**config.mk**
```make
export PLATFORM = sky130hd
export DESIGN_NAME = ace_queue
export DESIGN_NICKNAME = d
export VERILOG_FILES = /design/src/ace_pkg.sv /design/src/ace_queue.sv
export SDC_FILE = /design/constraint.sdc
export NUM_CORES = 1
export LEC_CHECK = 0
export BUFFER_PORTS_ARGS = -buffer_cell sky130_fd_sc_hd__buf_2
export CAP_MARGIN = 20
export CORE_UTILIZATION = 40
export DETAILED_ROUTE_END_ITERATION = 6
export PLACE_DENSITY = 0.61
export RECOVER_POWER = 50
export SYNTH_ARGS = -nofsm -noshare
export SYNTH_HDL_FRONTEND = slang
export SYNTH_SLANG_ARGS = --single-unit
```
**constraint.sdc**
```tcl
create_clock -name clock -period 4.27 [get_ports clock]
set_input_delay 0.854 -clock clock [delete_from_list [all_inputs] [get_ports clock]]
set_output_delay 0.854 -clock clock [all_outputs]
set_load 0.01 [all_outputs]
```
**src/ace_pkg.sv**
```systemverilog
// ace_pkg: shared types and constants of the accumulator execute block
// opcode values, decoded operation classes, queue word and status structs
// no dependencies
package ace_pkg;

   // instruction opcodes
   localparam logic [7:0] OPC_HALT         = 8'h00;
   localparam logic [7:0] OPC_LD_ROMADDR   = 8'h01;
   localparam logic [7:0] OPC_LD_DR_RADDR  = 8'h02;
   localparam logic [7:0] OPC_ST_DR        = 8'h03;
   localparam logic [7:0] OPC_LD_DR_MEM    = 8'h04;
   localparam logic [7:0] OPC_LD_ACC       = 8'h05;
   localparam logic [7:0] OPC_RD_ACC       = 8'h06;
   localparam logic [7:0] OPC_SET_DADDR    = 8'h07;
   localparam logic [7:0] OPC_LD_DR_DADDR  = 8'h08;
   localparam logic [7:0] OPC_ADD          = 8'h09;
   localparam logic [7:0] OPC_SUB          = 8'h0A;
   localparam logic [7:0] OPC_SWAP         = 8'h0B;
   localparam logic [7:0] OPC_ST_EXEC      = 8'h0C;
   localparam logic [7:0] OPC_JNZ          = 8'h0D;
   localparam logic [7:0] OPC_JMP          = 8'h0E;
   localparam logic [7:0] OPC_LD_DR_ROM    = 8'h0F;

   // item kinds
   localparam logic KIND_EXEC      = 1'b0;
   localparam logic KIND_ROM_WRITE = 1'b1;

   // value returned by a successful data address set
   localparam logic [15:0] DADDR_OK_VALUE = 16'h00FF;

   // depth of the queue between front and back
   localparam int QUEUE_DEPTH = 2;

   typedef enum logic [4:0] {
      OP_HALT         = 5'd0,
      OP_LD_ROMADDR   = 5'd1,
      OP_LD_DR_RADDR  = 5'd2,
      OP_ST_DR        = 5'd3,
      OP_LD_DR_MEM    = 5'd4,
      OP_LD_ACC       = 5'd5,
      OP_RD_ACC       = 5'd6,
      OP_SET_DADDR    = 5'd7,
      OP_LD_DR_DADDR  = 5'd8,
      OP_ADD          = 5'd9,
      OP_SUB          = 5'd10,
      OP_SWAP         = 5'd11,
      OP_ST_EXEC      = 5'd12,
      OP_JNZ          = 5'd13,
      OP_JMP          = 5'd14,
      OP_LD_DR_ROM    = 5'd15,
      OP_UNKNOWN      = 5'd16,
      OP_ROM_WRITE    = 5'd17
   } op_type;

   // decoded word passed from front to back
   typedef struct packed {
      op_type      op;
      logic [7:0]  opcode;
      logic [15:0] argument;
      logic [15:0] fill_address;
   } item_type;

   // back status seen by the front
   typedef struct packed {
      logic clearing;
   } status_type;

endpackage

```
**src/ace_queue.sv**
```systemverilog
// ace_queue: short fifo of decoded words between front and back
// depends on ace_pkg
module ace_queue
   import ace_pkg::*;
(
   input  logic     clock,
   input  logic     reset,
   input  logic     push_valid,
   output logic     push_ready,
   input  item_type push_item,
   output logic     pop_valid,
   input  logic     pop_ready,
   output item_type pop_item
);

   localparam int PTR_W = (QUEUE_DEPTH > 1) ? $clog2(QUEUE_DEPTH) : 1;
   localparam int CNT_W = $clog2(QUEUE_DEPTH + 1);

   item_type           entry_ff [QUEUE_DEPTH];
   logic [PTR_W-1:0]   wr_ptr_ff, wr_ptr_in;
   logic [PTR_W-1:0]   rd_ptr_ff, rd_ptr_in;
   logic [CNT_W-1:0]   count_ff, count_in;
   logic               push, pop;

   assign push_ready = (count_ff != CNT_W'(QUEUE_DEPTH));
   assign pop_valid  = (count_ff != '0);
   assign push       = push_valid && push_ready;
   assign pop        = pop_valid && pop_ready;
   assign pop_item   = entry_ff[rd_ptr_ff];

   always_comb begin
      wr_ptr_in = wr_ptr_ff;
      rd_ptr_in = rd_ptr_ff;
      count_in  = count_ff;
      if (push) begin
         wr_ptr_in = (wr_ptr_ff == PTR_W'(QUEUE_DEPTH - 1)) ? '0 : wr_ptr_ff + 1'b1;
      end
      if (pop) begin
         rd_ptr_in = (rd_ptr_ff == PTR_W'(QUEUE_DEPTH - 1)) ? '0 : rd_ptr_ff + 1'b1;
      end
      if (push && !pop) begin
         count_in = count_ff + 1'b1;
      end else if (pop && !push) begin
         count_in = count_ff - 1'b1;
      end
   end

   always_ff @(posedge clock) begin
      if (reset) begin
         wr_ptr_ff <= '0;
         rd_ptr_ff <= '0;
         count_ff  <= '0;
      end else begin
         wr_ptr_ff <= wr_ptr_in;
         rd_ptr_ff <= rd_ptr_in;
         count_ff  <= count_in;
      end
   end

   always_ff @(posedge clock) begin
      if (push) begin
         entry_ff[wr_ptr_ff] <= push_item;
      end
   end

endmodule

```
## Word-level counts from Yosys, hierarchy flattened

Memories as Yosys holds them, arrays and structs flattened. A register that Yosys moved wholly into a read port is not among the register bits.
Cells that the tools add are included.

| cells by class | value |
|---|---|
| add/sub/neg operators | 4 |
| multipliers | 0 |
| divide/modulo/power cells | 0 |
| order comparisons | 0 |
| eq/ne operators | 1 |
| shift operators | 0 |
| multiplexer cells | 8 |
| bitwise logic cells | 0 |
| reduce and logical (&&, ||, !) cells | 8 |

Operators by type and width:

| operator | number |
|---|---|
| 2-to-1 mux 1 bit | 6 |
| logical AND 1 bit | 4 |
| 2-to-1 mux 2 bit | 2 |
| nonzero test 2 bit | 2 |
| adder 1 bit, second input constant | 2 |
| adder 2 x 1 -> 2 bit, second input constant | 1 |
| zero test 1 bit | 2 |
| inequality test 2 bit, second input constant | 1 |
| subtractor 2 x 1 -> 2 bit, second input constant | 1 |

| word-level totals | value |
|---|---|
| flip-flop bits (word level) | 4 |
| bits in latches | 0 |
| RAM bits | 90 |
| bits in read-only memories | 0 |
| bits of input ports | 49 |
| output and inout port bits | 47 |
| logic and storage cells | 25 |
| memories | 1 |

Memories:

| memory | words | bits a word | rd ports | clocked after Yosys merged registers in | write ports | line | RTL |
|---|---|---|---|---|---|---|---|
| entry_ff | 2 | 45 | 1 | 1 | 1 | ace_queue.sv:19 | `item_type entry_ff [QUEUE_DEPTH];` |

## Depth between registers and ports, before layout

Gate-level depths: netlist of the first run.

| depth | value |
|---|---|
| depth in word-level cells | 6 |
| depth in mapped cells | 6 |
| depth with buffers taken out | 6 |

## Worst setup path before layout of the first run

No wires, ideal clock.

| path | value |
|---|---|
| path type | input -> register |
| from | input push_valid |
| to | memory entry_ff[1][0] in the netlist's numbering, enable pin |
| library setup time | 0.407 ns |
| arrival | 1.980 ns |
| required time | 3.863 ns |
| path slack | 1.882 ns |
| stages | 1 |
| path buffers | 0 |
| path through | and3_1 |

| on the way | value |
|---|---|
| cells in the longest elaborated chain, start to end | 3 |

Ends and longest elaborated chain:

| item | line | RTL |
|---|---|---|
| from (decl) | ace_queue.sv:8 | `input logic push_valid,` |
| logical AND 1 bit | ace_queue.sv:27 | `assign push = push_valid && push_ready;` |
| 2-to-1 mux 1 bit | ace_queue.sv:61 | `if (push) begin` |
| 2-to-1 mux 1 bit (not written as such) | ace_queue.sv:62 | `entry_ff[wr_ptr_ff] <= push_item;` |
| to (decl) | ace_queue.sv:19 |  |

No other way between the ends.

## Worst setup path in the final report of the first run

| path | value |
|---|---|
| from | register count_ff[0] |
| to | memory entry_ff[1][1] in the netlist's numbering, enable pin |

| on the way | value |
|---|---|
| cells in the longest elaborated chain, start to end | 4 |

Ends and longest elaborated chain:

| item | line | RTL |
|---|---|---|
| from (decl) | ace_queue.sv:22 | `logic [CNT_W-1:0] count_ff, count_in;` |
| from (signal assigned) | ace_queue.sv:56 | `count_ff <= count_in;` |
| inequality test 2 bit | ace_queue.sv:25 | `assign push_ready = (count_ff != CNT_W'(QUEUE_DEPTH));` |
| logical AND 1 bit | ace_queue.sv:27 |  |
| 2-to-1 mux 1 bit | ace_queue.sv:61 |  |
| 2-to-1 mux 1 bit (not written as such) | ace_queue.sv:62 |  |

No other way between the ends.

==> flow_summary.json, run 1 <==
{
  "synth_area_leader_cell": "edfxtp_1",
  "netlist_instances": 164,
  "worstSetupStartpointType": "flip-flop",
  "numCtsBuffers": 9,
  "cts-root-buf": "clkbuf_8",
  "cts_resized": 0,
  "rsz0062_at_grt": "no",
  "synth_cell_types": 18,
  "via_per_inst": 4.73,
  "clock_skew_ps": 14.3,
  "n_antenna_cell": 0,
  "p_clk_share_pct": 27.7,
  "gp_congestion": 0.623,
  "synth_edf_count": 90,
  "yosysWarningCount": 0,
  "initial_core_util_pct": 41.8,
  "cap_violations": 1,
  "cts_tree": "built",
  "globalRouteOverflowTotal": 0,
  "area_growth_pct": 23.5,
  "failed_checks": "max-capacitance violations, max-slew violations",
  "yosys_register_bits": 95,
  "clock_latency_ps": 350,
  "crit_fanout": 27,
  "path_cells": "nand2b_1 > and3_1 > clkbuf_1",
  "num_vias": 1783,
  "rows": 33,
  "switching_share_pct": 26.3,
  "hold_path.class": "reg -> reg",
  "core_um2": 8300,
  "async_reset_ff_share_pct": 0,
  "clk_transition_reported_paths_ps": 90,
  "seq_power_share_pct": 48.9,
  "cp_slowest_cell": "clkbuf_1",
  "place_ws_ps": 1720,
  "ir_worst_vdd_uv": 359,
  "cts-hold-fix-buffers": 0,
  "portBuffers": 95,
  "slew_headroom_pct": -6.63,
  "synth_area_per_cell_um2": 21.1,
  "antenna_found_initial": 0,
  "synth_area_um2": 3470,
  "final.setup.worst_slack_ps": 1210,
  "yosysMostFrequentCell": "edfxtp_1",
  "r2r_cells": 3,
  "synth_commonest_cells": "edfxtp_1, mux2_2, dfxtp_1, buf_4",
  "power.internal_mw": 1.85,
  "clock_path_buffers": 2,
  "holdPathStages": 2,
  "layout.nets": 317,
  "status": "finished with violations",
  "drc": 0,
  "fin_crit_ps": 3060,
  "setup_viol_count_final": 0,
  "wl_mm": 5.86,
  "n_fill_cell": 724,
  "path_depth": 3,
  "grt_max_degree": 46,
  "synthFlopType": "edfxtp_1",
  "cts_sinks": 95,
  "synth_nets": 214,
  "drive_gt1_share_pct": 51.5,
  "wl_per_cell_um": 15.5,
  "worstMarginPinSlew_ps": 1600,
  "grt_first_pass_wirelength_mm": 8.47,
  "yosysSeqAreaShare_pct": 80.8,
  "critPathKind": "reg -> reg",
  "grt_usage_pct": 12.9,
  "cp-end-kind": "flip-flop",
  "drt_iter0_drc": 43,
  "die-area_um2": 9040,
  "worstPathArrival_ps": 3000,
  "htree_levels": 3,
  "holdWs_ps": 509,
  "synthTopCellsByArea": "edfxtp_1, mux2_2, dfxtp_1, buf_4, xor2_1",
  "leakagePower_nw": 1.55,
  "critPathTopFamily": "buffers and inverters",
  "drt-pass1-iter-count": 4,
  "cellPowerDensity_nw_per_um2": 585,
  "tns_ps": 0,
  "slew_viol_final": 28,
  "finalCritPeriodShare_pct": 71.6,
  "die_h_um": 95.1,
  "io_pins": 96,
  "hpwl_mm": 3.76,
  "p_switching_mw": 0.657,
  "ant_nets": 0,
  "pwr-share-comb_pct": 23.4,
  "yosysTopAreaCellShare_pct": 78.0,
  "finalHoldViolCount": 0,
  "cp_slowest_stage_delay_ps": 1220,
  "fmax_mhz": 327,
  "cp_num_buf_inv": 1,
  "cts_setup_buffers": 0,
  "required_ps": 4210,
  "grt_pass1_vias": 1758,
  "die_x_um": 95.1
}
-- worst paths after layout --
check / from / end / slack (ps)
hold reg to reg: rd_ptr_ff / rd_ptr_ff / 510
setup reg to reg: count_ff[0] / entry_ff[1][1] / 1210
hold / removal: rd_ptr_ff / rd_ptr_ff / 510
setup / recovery: count_ff[0] / entry_ff[1][1] / 1210
-- flip-flops by register name, indices dropped and copies added, names as in the netlist, named ones only --
register   flops
wr_ptr_ff      1
rd_ptr_ff      1
count_ff       2
entry_ff      90
-- final cells by class --
class	instances	area, um^2	share of cell area, %
Sequential cell	95	2800	65.5
Tap cell	105	131	3.07
Inverter	1	3.75	0.0877
Timing Repair Buffer	97	473	11.0
Clock buffer	9	124	2.89
Multi-Input combinational cell	63	626	14.6
Clock inverter	7	120	2.81
-- worst min-delay path: cells and delay by family (launching register included) --
family                    cells  cell delay (ps)
DFF                           1              330
xor gates and xnor gates      1               80
and+or+nand+nor               1               70
-- stage by stage --
stage          total power [mW]  instance area, um^2  utilization, %  std cells
6_report                   2.50                 4280            51.6        377
5_1_grt                    2.62                 4280            51.6        377
4_1_cts                    2.53                 4310            51.9        376
3_5_place_dp               1.84                 4060            48.9        360
3_3_place_gp               1.83                 4040            48.7        359
2_1_floorplan              1.62                 3470               -        164
-- cells in the final DEF, fill, tap and decap left out, types with 2 or more instances in the layout --
cell,instances
dfxtp_1,4
clkbuf_8,9
clkbuf_1,22
mux2_2,45
a21oi_1,2
edfxtp_1,90
buf_2,74
nor2_1,3
xor2_1,3
bufinv_16,3
o21ai_0,2
-- cells by family (layout without fill, tap and decap cells) --
| kind of cell | Yosys count | count (layout) | share of synthesized area (%) |
|---|---|---|---|
| flip-flops | 95 | 95 | 80.8 |
| multiplexers | 45 | 45 | 14.6 |
| AND/OR/NAND/NOR | 9 | 9 | 1.44 |
| buffers and inverters | 6 | 114 | 1.12 |
| AO/OA/AOI/OAI | 5 | 5 | 0.866 |
| XOR/XNOR | 3 | 3 | 0.758 |
| adder cells (fa/ha/maj) | 1 | 1 | 0.361 |
-- layer usage --
| layer | vias up | global-route usage, % | share of wire [%] |
|---|---|---|---|
| met4 | 0 | 6.44 | 1.1 |
| met5 | - | 0 | 0 |
| met3 | 4 | 2.63 | 2.7 |
| li1 | 846 | - | - |
| met1 | 892 | 15.1 | 41 |
| met2 | 41 | 22.6 | 56 |
-- power by group through the flow --
| stage | clock, mW | sequential [mW] | combinational [mW] |
|---|---|---|---|
| after floorplan | 0 | 1.21 | 0.407 |
| after global placement | 0 | 1.28 | 0.550 |
| after detailed placement | 0 | 1.28 | 0.558 |
| after CTS | 0.711 | 1.26 | 0.562 |
| after global routing | 0.747 | 1.24 | 0.639 |
| final | 0.693 | 1.22 | 0.587 |
Note: power is estimated with default switching activity, not from simulation.
==> inputs of run 2 (changes only) <==
Clock period 4.27 ns to 3.2 ns, I/O delays scaled along.
==> flow_summary.json, run 2 (synthesis results as in run 1) <==
{
  "r2r_setup_slack_ps": 1070,
  "n_antenna_cell": 0,
  "ant_nets": 0,
  "gp_congestion": 0.698,
  "clock_skew_ps": 11.4,
  "required_ps": 2560,
  "cp-end-kind": "primary output",
  "via_per_inst": 4.77,
  "status": "finished clean",
  "grt_pass1_vias": 1858,
  "worstSetupStartpointType": "flip-flop",
  "rows": 33,
  "clock_path_buffers": 2,
  "p_clk_share_pct": 23.2,
  "cts_resized": 0,
  "place_ws_ps": 1080,
  "fin_crit_ps": 2440,
  "portBuffers": 95,
  "drt_iter0_drc": 52,
  "cts-hold-fix-buffers": 0,
  "largest_reg_flops": 90,
  "io_pins": 96,
  "layout_common_cells": "edfxtp_1, buf_2, mux2_2",
  "critPathTopFamily": "flip-flops",
  "endpoint": "pop_item[24]",
  "top_register": "entry_ff",
  "num_vias": 1806,
  "cellPowerDensity_nw_per_um2": 744,
  "pwr-share-comb_pct": 25.1,
  "wl_per_cell_um": 15.9,
  "n_fill_cell": 722,
  "drive_gt1_share_pct": 50.4,
  "worstMarginPinSlew_ps": 998,
  "tns_ps": 0,
  "cts_sinks": 95,
  "die-area_um2": 9040,
  "hpwl_mm": 4.12,
  "die_x_um": 95.1,
  "slew_viol_final": 0,
  "antenna_found_initial": 0,
  "r2r_cells": 4,
  "path_depth": 3,
  "critPathKind": "reg -> out",
  "cp_slowest_cell": "dfxtp_2",
  "final_common_cell": "edfxtp_1",
  "clock_latency_ps": 350,
  "layout.nets": 319,
  "area_growth_pct": 22.7,
  "setup_viol_count_final": 0,
  "initial_core_util_pct": 41.8,
  "seq_power_share_pct": 51.7,
  "cts_setup_buffers": 0,
  "r2r_start": "count_ff[0]",
  "ir_worst_vdd_uv": 354,
  "fmax_mhz": 409,
  "wl_mm": 6.03,
  "cp_num_buf_inv": 2,
  "drc": 0,
  "grt_max_degree": 26,
  "cap_violations": 0,
  "globalRouteOverflowTotal": 0,
  "grt_first_pass_wirelength_mm": 9.22,
  "hold_path.class": "in -> reg",
  "grt_usage_pct": 14.3,
  "die_h_um": 95.1,
  "cts_tree": "built",
  "power.internal_mw": 2.25,
  "slew_headroom_pct": 33.4,
  "clk_transition_reported_paths_ps": 100,
  "switching_share_pct": 28.8,
  "finalHoldViolCount": 0,
  "cts-root-buf": "clkbuf_8",
  "cp_slowest_stage_delay_ps": 680,
  "drt-pass1-iter-count": 4,
  "crit_fanout": 25,
  "p_switching_mw": 0.912,
  "top_regs": "entry_ff x90, count_ff x2",
  "worstPathArrival_ps": 1800,
  "regToRegEndpoint": "entry_ff[0][35]",
  "core_um2": 8300,
  "final.setup.worst_slack_ps": 757,
  "path_cells": "buf_12 > mux2_2 > buf_2",
  "htree_levels": 3,
  "numCtsBuffers": 9,
  "rsz0062_at_grt": "no",
  "leakagePower_nw": 1.53,
  "finalCritPeriodShare_pct": 76.3
}
## run 2: final cells by class
type                       instances  area [um^2]  share of cell area, %
clock buffer                       9          124                   2.91
clock inverter                     7         65.1                   1.53
timing repair buffer              99          498                   11.7
sequential                        95         2800                   65.9
tap                              105          131                   3.09
multi-input combinational         63          627                   14.7
inverter                           1         3.75                 0.0883
## run 2: routing by layer
| metal | vias to the layer above | wire length, um | global-route usage, % |
|---|---|---|---|
| met5 | - | 0 | 0 |
| met4 | 0 | 211 | 9.47 |
| met2 | 48 | 3230 | 25.6 |
| met3 | 17 | 203 | 2.39 |
| met1 | 888 | 2390 | 15.5 |
| li1 | 853 | - | - |
## run 2: worst min path at each step
| stage | startpoint | to | slack (ps) | depth (start not counted) |
|---|---|---|---|---|
| global placement | rd_ptr_ff | rd_ptr_ff | 490 | 2 |
| finish | push_item[3] | entry_ff[0][3] | 470 | 1 |
| floorplan | count_ff[1] | count_ff[1] | 470 | 2 |
| global route | push_item[28] | entry_ff[1][28] | 450 | 1 |
| CTS | push_item[11] | entry_ff[0][11] | 450 | 1 |
| detailed placement | rd_ptr_ff | flip-flop | 490 | 2 |
## run 2: metrics by stage
step / std cells / power [mW] / hold slack [ps] / utilization (%) / area (um^2)
finish: 379 / 3.16 / 470 / 51.2 / 4250
global placement: 363 / 2.47 / 486 / 49.4 / 4100
detailed placement: 363 / 2.48 / 491 / 49.4 / 4100
global route: 379 / 3.34 / 446 / 51.2 / 4250
CTS: 379 / 3.22 / 449 / 51.6 / 4290
floorplan: 164 / 2.16 / 471 / - / 3470
## run 2: power groups by stage
stage          clock [mW]  combinational [mW]  sequential [mW]
2_1_floorplan           0               0.543             1.62
3_3_place_gp            0               0.809             1.66
3_5_place_dp            0               0.815             1.67
4_1_cts             0.761               0.819             1.64
5_1_grt             0.809               0.868             1.66
6_report            0.734               0.793             1.64
